--- src/design/hrf_pkg.sv ---
// Shared types, constants and character tables for the HTTP request framer.
`timescale 1ns / 1ps

package hrf_pkg;

	// Default size of the receive buffer in bytes; one byte less than this is kept.
	localparam int BUFFER_BYTES_DEF = 2048;

	// Field widths of the result.
	localparam int VALUE_W      = 20;
	localparam int BODY_START_W = 11;

	// Largest length value, and the largest value that can still take another digit.
	localparam logic [VALUE_W-1:0] VALUE_MAX      = 20'hFFFFF;
	localparam logic [VALUE_W-1:0] VALUE_MAX_DIV10 = 20'd104857;

	// Lengths of the matched words.
	localparam int POST_LEN = 5;
	localparam int KEY_LEN  = 15;

	// Characters used by the matchers.
	localparam logic [7:0] CH_CR    = 8'h0D;
	localparam logic [7:0] CH_LF    = 8'h0A;
	localparam logic [7:0] CH_TAB   = 8'h09;
	localparam logic [7:0] CH_VT    = 8'h0B;
	localparam logic [7:0] CH_FF    = 8'h0C;
	localparam logic [7:0] CH_SPACE = 8'h20;
	localparam logic [7:0] CH_PLUS  = 8'h2B;
	localparam logic [7:0] CH_MINUS = 8'h2D;
	localparam logic [7:0] CH_ZERO  = 8'h30;
	localparam logic [7:0] CH_NINE  = 8'h39;
	localparam logic [7:0] CH_UPPER_A = 8'h41;
	localparam logic [7:0] CH_UPPER_Z = 8'h5A;

	// One incoming request byte.
	typedef struct packed {
		logic [7:0] data_byte;
		logic       first_byte;
	} req_item_t;

	// Status reported after each byte.
	typedef struct packed {
		logic                    complete;
		logic                    is_post;
		logic [VALUE_W-1:0]      body_length_needed;
		logic [BODY_START_W-1:0] body_start;
		logic                    buffer_full;
	} res_item_t;

	// Progress of the Content-Length value parse.
	typedef enum logic [1:0] {
		LEN_KEY_SEARCH = 2'd0,
		LEN_SKIP_BLANK = 2'd1,
		LEN_DIGITS     = 2'd2,
		LEN_DONE       = 2'd3
	} len_phase_t;

	// Progress through the CR LF CR LF that ends the headers.
	typedef enum logic [1:0] {
		BL_NONE    = 2'd0,
		BL_CR      = 2'd1,
		BL_CRLF    = 2'd2,
		BL_CRLFCR  = 2'd3
	} blank_prog_t;

	// Characters of the method prefix "POST ".
	function automatic logic [7:0] post_char(input logic [2:0] idx);
		logic [7:0] c;
		unique case (idx)
			3'd0:    c = 8'h50; // P
			3'd1:    c = 8'h4F; // O
			3'd2:    c = 8'h53; // S
			3'd3:    c = 8'h54; // T
			3'd4:    c = 8'h20; // space
			default: c = 8'h00;
		endcase
		return c;
	endfunction

	// Characters of the header key, lower case: "content-length:".
	function automatic logic [7:0] key_char(input logic [3:0] idx);
		logic [7:0] c;
		unique case (idx)
			4'd0:    c = 8'h63; // c
			4'd1:    c = 8'h6F; // o
			4'd2:    c = 8'h6E; // n
			4'd3:    c = 8'h74; // t
			4'd4:    c = 8'h65; // e
			4'd5:    c = 8'h6E; // n
			4'd6:    c = 8'h74; // t
			4'd7:    c = 8'h2D; // -
			4'd8:    c = 8'h6C; // l
			4'd9:    c = 8'h65; // e
			4'd10:   c = 8'h6E; // n
			4'd11:   c = 8'h67; // g
			4'd12:   c = 8'h74; // t
			4'd13:   c = 8'h68; // h
			4'd14:   c = 8'h3A; // :
			default: c = 8'h00;
		endcase
		return c;
	endfunction

endpackage

--- src/design/http_request_framer.sv ---
// Top level of the HTTP request framer: parser stage and result buffer.
`timescale 1ns / 1ps

// Takes one received request byte per transaction and returns one status
// transaction per byte: whether the request (body included) is complete,
// whether it starts with "POST ", the parsed Content-Length, the offset just
// after the blank line that ends the headers, and whether bytes were dropped
// because more than BUFFER_BYTES-1 arrived. Set first_byte on the first byte
// of each request to clear the parse state. The block accepts one byte every
// clock cycle while req_stall is low; a byte passes through one input register,
// and its result is then written into the result buffer, from which it is
// offered to the consumer. A two-entry result buffer keeps the input flowing
// while the consumer stalls, until the buffer is full.
module http_request_framer import hrf_pkg::*; #(
	parameter int BUFFER_BYTES = BUFFER_BYTES_DEF
) (
	input  logic      clk,
	input  logic      arst_n,
	input  logic      req_valid,
	output logic      req_stall,
	input  req_item_t req,
	output logic      res_valid,
	input  logic      res_stall,
	output res_item_t res
);

	logic      push_valid;
	logic      push_ready;
	res_item_t push_data;

	// Per-byte parser with its input register.
	hrf_parser #(
		.BUFFER_BYTES(BUFFER_BYTES)
	) u_parser (
		.clk       (clk),
		.arst_n    (arst_n),
		.req_valid (req_valid),
		.req_stall (req_stall),
		.req       (req),
		.push_valid(push_valid),
		.push_ready(push_ready),
		.push_data (push_data)
	);

	// Result buffer toward the consumer.
	hrf_out_fifo u_out_fifo (
		.clk       (clk),
		.arst_n    (arst_n),
		.push_valid(push_valid),
		.push_ready(push_ready),
		.push_data (push_data),
		.res_valid (res_valid),
		.res_stall (res_stall),
		.res       (res)
	);

endmodule

--- src/design/hrf_parser.sv ---
// Input register and per-byte parse state of the HTTP request framer.
`timescale 1ns / 1ps

module hrf_parser import hrf_pkg::*; #(
	parameter int BUFFER_BYTES = BUFFER_BYTES_DEF
) (
	input  logic      clk,
	input  logic      arst_n,
	input  logic      req_valid,
	output logic      req_stall,
	input  req_item_t req,
	output logic      push_valid,
	input  logic      push_ready,
	output res_item_t push_data
);

	localparam int CW   = $clog2(BUFFER_BYTES);
	localparam int CMPW = (CW > VALUE_W) ? CW : VALUE_W;
	localparam logic [CW-1:0] KEEP_MAX = CW'(BUFFER_BYTES - 1);

	// Input stage.
	logic      valid_s1;
	req_item_t item_s1;
	logic      fire;

	// Parse state.
	logic [CW-1:0]      kept_q;
	blank_prog_t        blank_q;
	logic               hdr_done_q;
	logic [CW-1:0]      hdr_end_q;
	logic [2:0]         method_q;
	logic               post_q;
	logic [3:0]         key_q;
	len_phase_t         phase_q;
	logic [VALUE_W-1:0] value_q;
	logic               neg_q;
	logic               ovf_q;
	logic               fin_q;

	// Next parse state.
	logic [CW-1:0]      kept_n;
	blank_prog_t        blank_n;
	logic               hdr_done_n;
	logic [CW-1:0]      hdr_end_n;
	logic [2:0]         method_n;
	logic               post_n;
	logic [3:0]         key_n;
	len_phase_t         phase_n;
	logic [VALUE_W-1:0] value_n;
	logic               neg_n;
	logic               ovf_n;
	logic               fin_n;

	assign fire      = valid_s1 && push_ready;
	assign req_stall = valid_s1 && !push_ready;

	// Input register takes a new transaction whenever the stage is free to move.
	always_ff @(posedge clk or negedge arst_n) begin
		if (!arst_n) begin
			valid_s1 <= 1'b0;
		end else if (!req_stall) begin
			valid_s1 <= req_valid;
		end
	end

	always_ff @(posedge clk) begin
		if (!req_stall) begin
			item_s1 <= req;
		end
	end

	// Next state of all matchers for the byte in the input register.
	always_comb begin : next_state
		logic [7:0]  b;
		logic [7:0]  lb;
		logic        take;
		logic        is_digit;
		logic        is_blank;
		logic [23:0] v10;
		logic [VALUE_W-1:0] v_sat;
		logic [CW-1:0] body_cnt;
		logic        cond;

		b = item_s1.data_byte;

		// A first byte starts from the reset state.
		if (item_s1.first_byte) begin
			kept_n     = '0;
			blank_n    = BL_NONE;
			hdr_done_n = 1'b0;
			hdr_end_n  = '0;
			method_n   = '0;
			post_n     = 1'b0;
			key_n      = '0;
			phase_n    = LEN_KEY_SEARCH;
			value_n    = '0;
			neg_n      = 1'b0;
			ovf_n      = 1'b0;
			fin_n      = 1'b0;
		end else begin
			kept_n     = kept_q;
			blank_n    = blank_q;
			hdr_done_n = hdr_done_q;
			hdr_end_n  = hdr_end_q;
			method_n   = method_q;
			post_n     = post_q;
			key_n      = key_q;
			phase_n    = phase_q;
			value_n    = value_q;
			neg_n      = neg_q;
			ovf_n      = ovf_q;
			fin_n      = fin_q;
		end

		take     = kept_n < KEEP_MAX;
		is_digit = (b >= CH_ZERO) && (b <= CH_NINE);
		is_blank = (b == CH_SPACE) || (b == CH_TAB) || (b == CH_LF) ||
			(b == CH_VT) || (b == CH_FF) || (b == CH_CR);
		lb = ((b >= CH_UPPER_A) && (b <= CH_UPPER_Z)) ? (b + 8'd32) : b;

		// Decimal accumulate with saturation.
		v10 = ({4'b0, value_n} << 3) + ({4'b0, value_n} << 1) + 24'(b - CH_ZERO);
		v_sat = ((value_n > VALUE_MAX_DIV10) || (v10 > 24'(VALUE_MAX))) ?
			VALUE_MAX : v10[VALUE_W-1:0];

		if (take) begin
			// Method prefix, checked on the first five kept bytes.
			if ((kept_n < CW'(POST_LEN)) && (CW'(method_n) == kept_n) &&
					(b == post_char(kept_n[2:0]))) begin
				method_n = method_n + 3'd1;
				if (method_n == 3'(POST_LEN)) begin
					post_n = 1'b1;
				end
			end

			// Content-Length key search and value parse.
			unique case (phase_n)
				LEN_SKIP_BLANK: begin
					if (is_blank) begin
						phase_n = LEN_SKIP_BLANK;
					end else if ((b == CH_PLUS) || (b == CH_MINUS)) begin
						neg_n   = (b == CH_MINUS);
						phase_n = LEN_DIGITS;
					end else if (is_digit) begin
						value_n = v_sat;
						phase_n = LEN_DIGITS;
					end else begin
						phase_n = LEN_DONE;
					end
				end
				LEN_DIGITS: begin
					if (is_digit) begin
						value_n = v_sat;
					end else begin
						phase_n = LEN_DONE;
					end
				end
				LEN_KEY_SEARCH: begin
					if (!hdr_done_n) begin
						if ((key_n < 4'(KEY_LEN)) && (lb == key_char(key_n))) begin
							key_n = key_n + 4'd1;
						end else begin
							key_n = (lb == key_char(4'd0)) ? 4'd1 : 4'd0;
						end
						if (key_n >= 4'(KEY_LEN)) begin
							phase_n = LEN_SKIP_BLANK;
							key_n   = '0;
						end
					end
				end
				LEN_DONE: begin
					phase_n = LEN_DONE;
				end
			endcase

			kept_n = kept_n + CW'(1);

			// Blank line that ends the headers.
			if (!hdr_done_n) begin
				priority if ((blank_n == BL_CRLFCR) && (b == CH_LF)) begin
					hdr_done_n = 1'b1;
					hdr_end_n  = kept_n;
					blank_n    = BL_NONE;
				end else if (b == CH_CR) begin
					blank_n = (blank_n == BL_CRLF) ? BL_CRLFCR : BL_CR;
				end else if ((b == CH_LF) && (blank_n == BL_CR)) begin
					blank_n = BL_CRLF;
				end else begin
					blank_n = BL_NONE;
				end
			end
		end else begin
			ovf_n = 1'b1;
		end

		// Completion once the headers are in and, for a POST with a length key, the body has arrived.
		body_cnt = kept_n - hdr_end_n;
		cond = 1'b0;
		if (hdr_done_n) begin
			priority if (!post_n || (phase_n == LEN_KEY_SEARCH)) begin
				cond = 1'b1;
			end else if (neg_n && (value_n != '0)) begin
				cond = 1'b0;
			end else begin
				cond = CMPW'(body_cnt) >= CMPW'(value_n);
			end
		end
		fin_n = fin_n || cond;
	end

	// Result fields from the updated state.
	always_comb begin : result
		logic [31:0] hdr_ext;
		hdr_ext = 32'(hdr_end_n);
		push_valid                   = valid_s1;
		push_data.complete           = fin_n;
		push_data.is_post            = post_n;
		push_data.body_length_needed = value_n;
		push_data.body_start         = hdr_ext[BODY_START_W-1:0];
		push_data.buffer_full        = ovf_n;
	end

	// Parse state advances with each transaction that leaves the input register.
	always_ff @(posedge clk or negedge arst_n) begin
		if (!arst_n) begin
			kept_q     <= '0;
			blank_q    <= BL_NONE;
			hdr_done_q <= 1'b0;
			hdr_end_q  <= '0;
			method_q   <= '0;
			post_q     <= 1'b0;
			key_q      <= '0;
			phase_q    <= LEN_KEY_SEARCH;
			value_q    <= '0;
			neg_q      <= 1'b0;
			ovf_q      <= 1'b0;
			fin_q      <= 1'b0;
		end else if (fire) begin
			kept_q     <= kept_n;
			blank_q    <= blank_n;
			hdr_done_q <= hdr_done_n;
			hdr_end_q  <= hdr_end_n;
			method_q   <= method_n;
			post_q     <= post_n;
			key_q      <= key_n;
			phase_q    <= phase_n;
			value_q    <= value_n;
			neg_q      <= neg_n;
			ovf_q      <= ovf_n;
			fin_q      <= fin_n;
		end
	end

endmodule

--- src/design/hrf_out_fifo.sv ---
// Two-entry result buffer that decouples the parser from a stalling consumer.
`timescale 1ns / 1ps

module hrf_out_fifo import hrf_pkg::*; (
	input  logic      clk,
	input  logic      arst_n,
	input  logic      push_valid,
	output logic      push_ready,
	input  res_item_t push_data,
	output logic      res_valid,
	input  logic      res_stall,
	output res_item_t res
);

	res_item_t  slot_q [2];
	logic       wr_ptr_q;
	logic       rd_ptr_q;
	logic [1:0] count_q;
	logic       push;
	logic       pop;

	assign push_ready = (count_q != 2'd2);
	assign push       = push_valid && push_ready;
	assign res_valid  = (count_q != 2'd0);
	assign pop        = res_valid && !res_stall;
	assign res        = slot_q[rd_ptr_q];

	// Storage for buffered results.
	always_ff @(posedge clk) begin
		if (push) begin
			slot_q[wr_ptr_q] <= push_data;
		end
	end

	// Pointers and fill count.
	always_ff @(posedge clk or negedge arst_n) begin
		if (!arst_n) begin
			wr_ptr_q <= 1'b0;
			rd_ptr_q <= 1'b0;
			count_q  <= 2'd0;
		end else begin
			if (push) begin
				wr_ptr_q <= !wr_ptr_q;
			end
			if (pop) begin
				rd_ptr_q <= !rd_ptr_q;
			end
			if (push && !pop) begin
				count_q <= count_q + 2'd1;
			end else if (pop && !push) begin
				count_q <= count_q - 2'd1;
			end
		end
	end

endmodule

--- config.mk ---
export PLATFORM = sky130hd
export DESIGN_NAME = http_request_framer
export DESIGN_NICKNAME = d
export VERILOG_FILES = /design/src/design/hrf_pkg.sv /design/src/design/http_request_framer.sv /design/src/design/hrf_parser.sv /design/src/design/hrf_out_fifo.sv
export SDC_FILE = /design/constraint.sdc
export NUM_CORES = 1
export LEC_CHECK = 0
export ABC_AREA = 1
export BUFFER_PORTS_ARGS = -buffer_cell sky130_fd_sc_hd__buf_2
export CORE_MARGIN = 3
export CORE_UTILIZATION = 45
export DETAILED_ROUTE_END_ITERATION = 10
export PLACE_DENSITY = 0.68
export SYNTH_ARGS = -nofsm -noshare
export SYNTH_HDL_FRONTEND = slang
export SYNTH_HIERARCHICAL = 1
export SYNTH_SLANG_ARGS = --single-unit
--- constraint.sdc ---
create_clock -name clk -period 11.4 [get_ports clk]
set_clock_uncertainty 0.05 [all_clocks]
set_input_delay 0.57 -clock clk [delete_from_list [all_inputs] [get_ports clk]]
set_output_delay 0.57 -clock clk [all_outputs]
set_load 0.03 [all_outputs]
# Yosys cells after proc, flatten, opt, wreduce, memory -nomap -nowiden
# Memory sizes are Yosys's and may differ from the RTL's.
# Index checks and enable logic that the tools add are counted.
# word_totals
ram_bits	68
ff_bits	72
rom_bits	112
wordCells	171
output_inout_bits	36
n_memories	2
inputBits	13
# classes
eq_ne	24
n_reduce_logical	35
order_cmp	11
add_sub_neg	10
mux	71
# memory_table
memory	depth	width	rd	rd_ports_with_merged_regs	wr	line_no	source
(name not given)	16	7	1	0	0	hrf_pkg.sv:83	unique case (idx)
u_out_fifo.slot_q	2	34	1	0	1	hrf_out_fifo.sv:15	res_item_t slot_q [2];
# op_table
op	n
two-way mux 20 bit	6
two-way mux 11 bit	6
equality test 8 x 4 -> 1 bit, second input constant	5
two-way mux 8 bit	5
one-hot mux 20 bit (2 select lines)	1
two-way mux 4 bit	9
one-hot mux 7 bit (5 select lines)	1
two-way mux 2 bit	16
adder 23 x 21 -> 24 bit	1
adder 24 bit	1
equality test 8 x 6 -> 1 bit, second input constant	3
> comparator 24 x 20 -> 1 bit, second input constant	1
two-way mux 1 bit	23
greater-or-equal comparator 11 x 20 -> 1 bit	1
> comparator 20 x 17 -> 1 bit, second input constant	1
nonzero test 20 bit	1
equality test 8 bit	2
logical AND 1 bit	13
adder 11 x 1 -> 11 bit, second input constant	1
equality test 3 x 11 -> 1 bit	1
< comparator 11 bit, second input constant	1
< comparator 11 x 3 -> 1 bit, second input constant	1
subtractor 11 bit	1
logical OR 1 bit	9
25 further kinds	41

# Depth between registers and ports, before layout
# An unclocked memory read counts as a cell.
# logic_depth
word_depth	21
mapped_depth	37

# By module
# Netlist, hierarchy kept.
# by_module_without_submodules
module	instances	cells_per_inst	area_per_inst_um2
hrf_parser	1	1264	8159.1
hrf_out_fifo	1	207	2762.6

# Least setup slack after synthesis
# Ideal clock, no wire load.
# synth_path
path_type	register -> register
from	register u_parser.item_s1 (netlist bit u_parser/next_state.b[5])
to	memory u_out_fifo/slot_q[0][33] (netlist name) (data pin)
path_stages_with_launch	33
t_required_ns	11.098
arrival_time_ns	5.618
setup_slack_ns	5.480
period_less_slack_ns	5.920
cell_sequence	edfxtp_1 > ha_1 > nor2_1 > inv_1 > fa_1 > inv_1 > ha_1 > nand2_1 > nor2_1 > nand2_1 > nor2_1 > nand2_1 > nand4_1 > nand2_1 > nor2_1 > buf_2 > nand3_1 > nand2_1 > nand2_1 > nand2_1 > ha_1 > a21oi_1 > o21a_1 > o221a_2 > o21ai_0 > a21o_1 > nand3_1 > nor2_1 > nand2_1 > nand3_2 > nand2_1 > nand2_1 > buf_4
# synth_between
elab_chain_len	19
word_cells_on_any_way	75
# synth_lines
element	line_no	source
from (decl)	hrf_parser.sv:23	req_item_t item_s1;
from (signal assigned)	hrf_parser.sv:68	item_s1 <= req;
branches (longest 17 deep; another with adder 24 bit)	--	
two-way mux 1 bit (*)	hrf_parser.sv:199	if (hdr_done_n) begin
logical OR 1 bit (*)	hrf_parser.sv:208	fin_n = fin_n || cond;
named net u_parser.fin_n	hrf_parser.sv:52	logic fin_n;
to (decl)	hrf_out_fifo.sv:15	
# Mark *: on every way through the listed nets, which the timed path passes. The select of a mux whose other input is x is not followed.

==> flow_summary.ini <==
[layout]
finalNetCount = 1604
antennaDiodeCount = 0
layout_common_cells = nand2_1 (447), inv_1 (202), nor2_1 (123)
drive_gt1_share_pct = 9.45
final_common_cell = nand2_1
final_core_util_pct = 50.5
final_cells = 1833
areaGrowthSynthToFinish_pct = 9.43

[worst_setup_path]
worstSetupPathType = reg -> reg
crit_end = u_out_fifo/slot_q[0][33]$_DFFE_PP_
crit_start = u_parser/next_state.b[5]$_DFFE_PN_
r2r_start = u_parser/next_state.b[5]$_DFFE_PN_
cp-start-kind = flip-flop
r2r_cells = 32
cp_data_required_time_ps = 11520
path_common_cell = nand2_1
reg2reg_to = u_out_fifo/slot_q[0][33]$_DFFE_PP_
cpMaxStageDelayCell = nor2_1
cp.arrival_ps = 6360
endpoint_kind = flip-flop
path_max_fanout = 12
r2r_slack_ps = 5170
cp_slowest_stage_delay_ps = 700

[synthesis]
yosysSeqAreaShare_pct = 35.6
yosys_register_bits = 140
synth_top_area_share_pct = 21.2
synth_top_family_by_area = simple AND/OR/NAND/NOR gates
syn_nets = 1574
ys.warnings.count = 6
yosysUniqueCellTypes = 56
synth-main-ff-cell = edfxtp_1
synthAdderAreaFrac_pct = 11.7
synth_cells = 1471
synth_xor_area_share_pct = 3.21
synth.mux.area_fraction_pct = 0
netlist_top_cells_area = edfxtp_1 (21%), nand2_1 (15%), dfrtp_1 (14%)
synth_area_per_cell_um2 = 7.42
async_flop_share_pct = 45.0
synth_edf_count = 77
synth-simple-area-share_pct = 28.5
synth.cell_area_um2 = 10900
synth_compound_area_share_pct = 11.1
yosysTopAreaCell = edfxtp_1

[clock_network]
cts_tree = built
clk_pin_slew_ps = 60
cts_resized = 0
cts_max_level = 4
numClockSinks = 140
clk_latency_ps = 420
holdBufCountCts = 0
postCtsSetupRepairBufs = 0
clock-root-buffer = clkbuf_16
numCtsBuffers = 17
cts_buffer_depth = 2

[route]
first_pass_iters = 6
wire_per_inst_um = 14.6
wl_um = 26800
drtIter0Drc = 907
ant_nets = 0
drc_errors = 0
vias = 9502
routed_via_density = 5.18

[sta]
hold_viol = 0
setup_ws_ps = 5170
fmax_mhz = 160
tns_ps = 0
tightest_slew_ps = 911
slew_headroom_pct = 39.0
rsz0062_at_grt = false
min_period_ps = 6230
fin_crit_sh_pct = 54.7
setup_violations = 0
final_max_slew_viol_count = 0

[floorplan]
die_x_um = 162
dieArea_um2 = 26200
pin_count = 49
die_h_um = 162
core_area_um2 = 23700
start_util_pct = 46.1
rows = 56

[power]
p_clk_share_pct = 19.9
ir_drop_mv = 0.149
seqPwrFrac_pct = 27.0
power.switching_mw = 1.35
power.density_nw_per_um2 = 240
comb_power_share_pct = 53.1
p_leak_nw = 6.00
swShare_pct = 47.2
p_int_mw = 1.52

[global_routing]
gr-usage-all-layers_pct = 21.0
antenna_found_initial = 0
grt_pass1_wl_um = 45100
grt_max_degree = 64
overflow = 0
grt_pass1_vias = 8915

[placed_design]
port_buffers = 48
place_congestion = 0.928
dpl.hpwl_um = 20100
dp_slack_ps = 5170
post-place-cells = 1801

[flow_run]
cap_violations = 0

[worst_hold_path]
hold_path.class = in -> reg

[run_status]
status = finished, final reports clean
## logic make-up after synthesis
logic type	count (synthesis)
adder cells (fa/ha/maj)	90
XOR/XNOR	40
AO/OA/AOI/OAI	212
flip-flops	140
buffers and inverters	257
AND/OR/NAND/NOR	732
## state kept, by name, indices dropped and copies added, names as in the netlist, 3 cells and up
| name | count |
|---|---|
| u_out_fifo/slot_q | 68 |
| u_parser/value_q | 20 |
| u_parser/hdr_end_q | 11 |
| u_parser/kept_q | 11 |
| u_parser/next_state.b | 8 |
| u_parser/key_q | 4 |
| u_parser/method_q | 3 |
## critical path, delay by kind of cell, from the launching register on
| family | cells | cell delay, ps |
|---|---|---|
| DFF | 1 | 570 |
| adders and majority gates | 4 | 1460 |
| AOI/OAI and AO/OA | 6 | 920 |
| and+or+nand+nor | 18 | 2380 |
| buffers and inverters | 4 | 590 |
## stage by stage
step	power (mW)	instance area [um2]	hold slack, ps
after CTS	2.88	12000	260
after global routing	3.12	12000	259
final	2.87	12000	272
after global placement	2.28	11400	415
after floorplan	1.95	10900	224
after detailed placement	2.30	11400	420
## cell usage after synthesis, types with 4 or more instances
| cell type | instances |
|---|---|
| o21ai_0 | 100 |
| xor2_1 | 23 |
| o211ai_1 | 13 |
| nor2_1 | 125 |
| inv_1 | 202 |
| a31oi_1 | 11 |
| fa_1 | 20 |
| a21oi_1 | 50 |
| xnor2_1 | 17 |
| nand3b_1 | 6 |
| buf_4 | 9 |
| nor4_1 | 4 |
| buf_6 | 6 |
| ha_1 | 70 |
| dfrtp_1 | 63 |
| nand3_2 | 5 |
| nand2_2 | 21 |
| o21bai_1 | 5 |
| nand4_1 | 12 |
| clkbuf_1 | 18 |
| o22ai_1 | 7 |
| o21a_1 | 7 |
| buf_2 | 7 |
| nor3_1 | 7 |
| nor2_2 | 5 |
| nand2_1 | 447 |
| nand3_1 | 83 |
| inv_2 | 7 |
| edfxtp_1 | 77 |
## routing by layer
metal	track usage (%)	wire, um	vias to the layer above
li1	-	-	4788
met1	30.5	13100	4428
met2	33.2	12100	256
met3	2.98	1240	30
met4	5.54	393	0
met5	0	0	-
## cell type report
type                       instances  area, um2
clock buffer                      19        433
clock inverter                    13        166
fill                            2354      11700
inverter                         212        806
multi-input combinational       1074       5960
sequential                       140       3890
tap                              319        399
timing repair buffer              56        300
## how the worst min path moves through the flow
stage / startpoint / endpoint / cells past startpoint
after CTS: req[7] / u_parser/next_state.b[6]$_DFFE_PN_ / 1
final: req[7] / u_parser/next_state.b[6]$_DFFE_PN_ / 1
after detailed placement: u_parser/hdr_end_q[0]$_DFFE_PN0P_ / u_parser/hdr_end_q[0]$_DFFE_PN0P_ / 2
after global placement: u_parser/hdr_end_q[0]$_DFFE_PN0P_ / u_parser/hdr_end_q[0]$_DFFE_PN0P_ / 2
after floorplan: arst_n / u_out_fifo/count_q[0]$_DFFE_PN0P_ / 0
after global routing: req[7] / u_parser/next_state.b[6]$_DFFE_PN_ / 1
## power by group through the flow
stage	logic (mW)	registers [mW]	clock network, mW
after floorplan	1.19	0.765	0
after global placement	1.50	0.781	0
after detailed placement	1.52	0.782	0
after CTS	1.53	0.774	0.582
after global routing	1.73	0.789	0.604
final	1.52	0.775	0.571
Note: power is estimated with default switching activity, not from simulation.
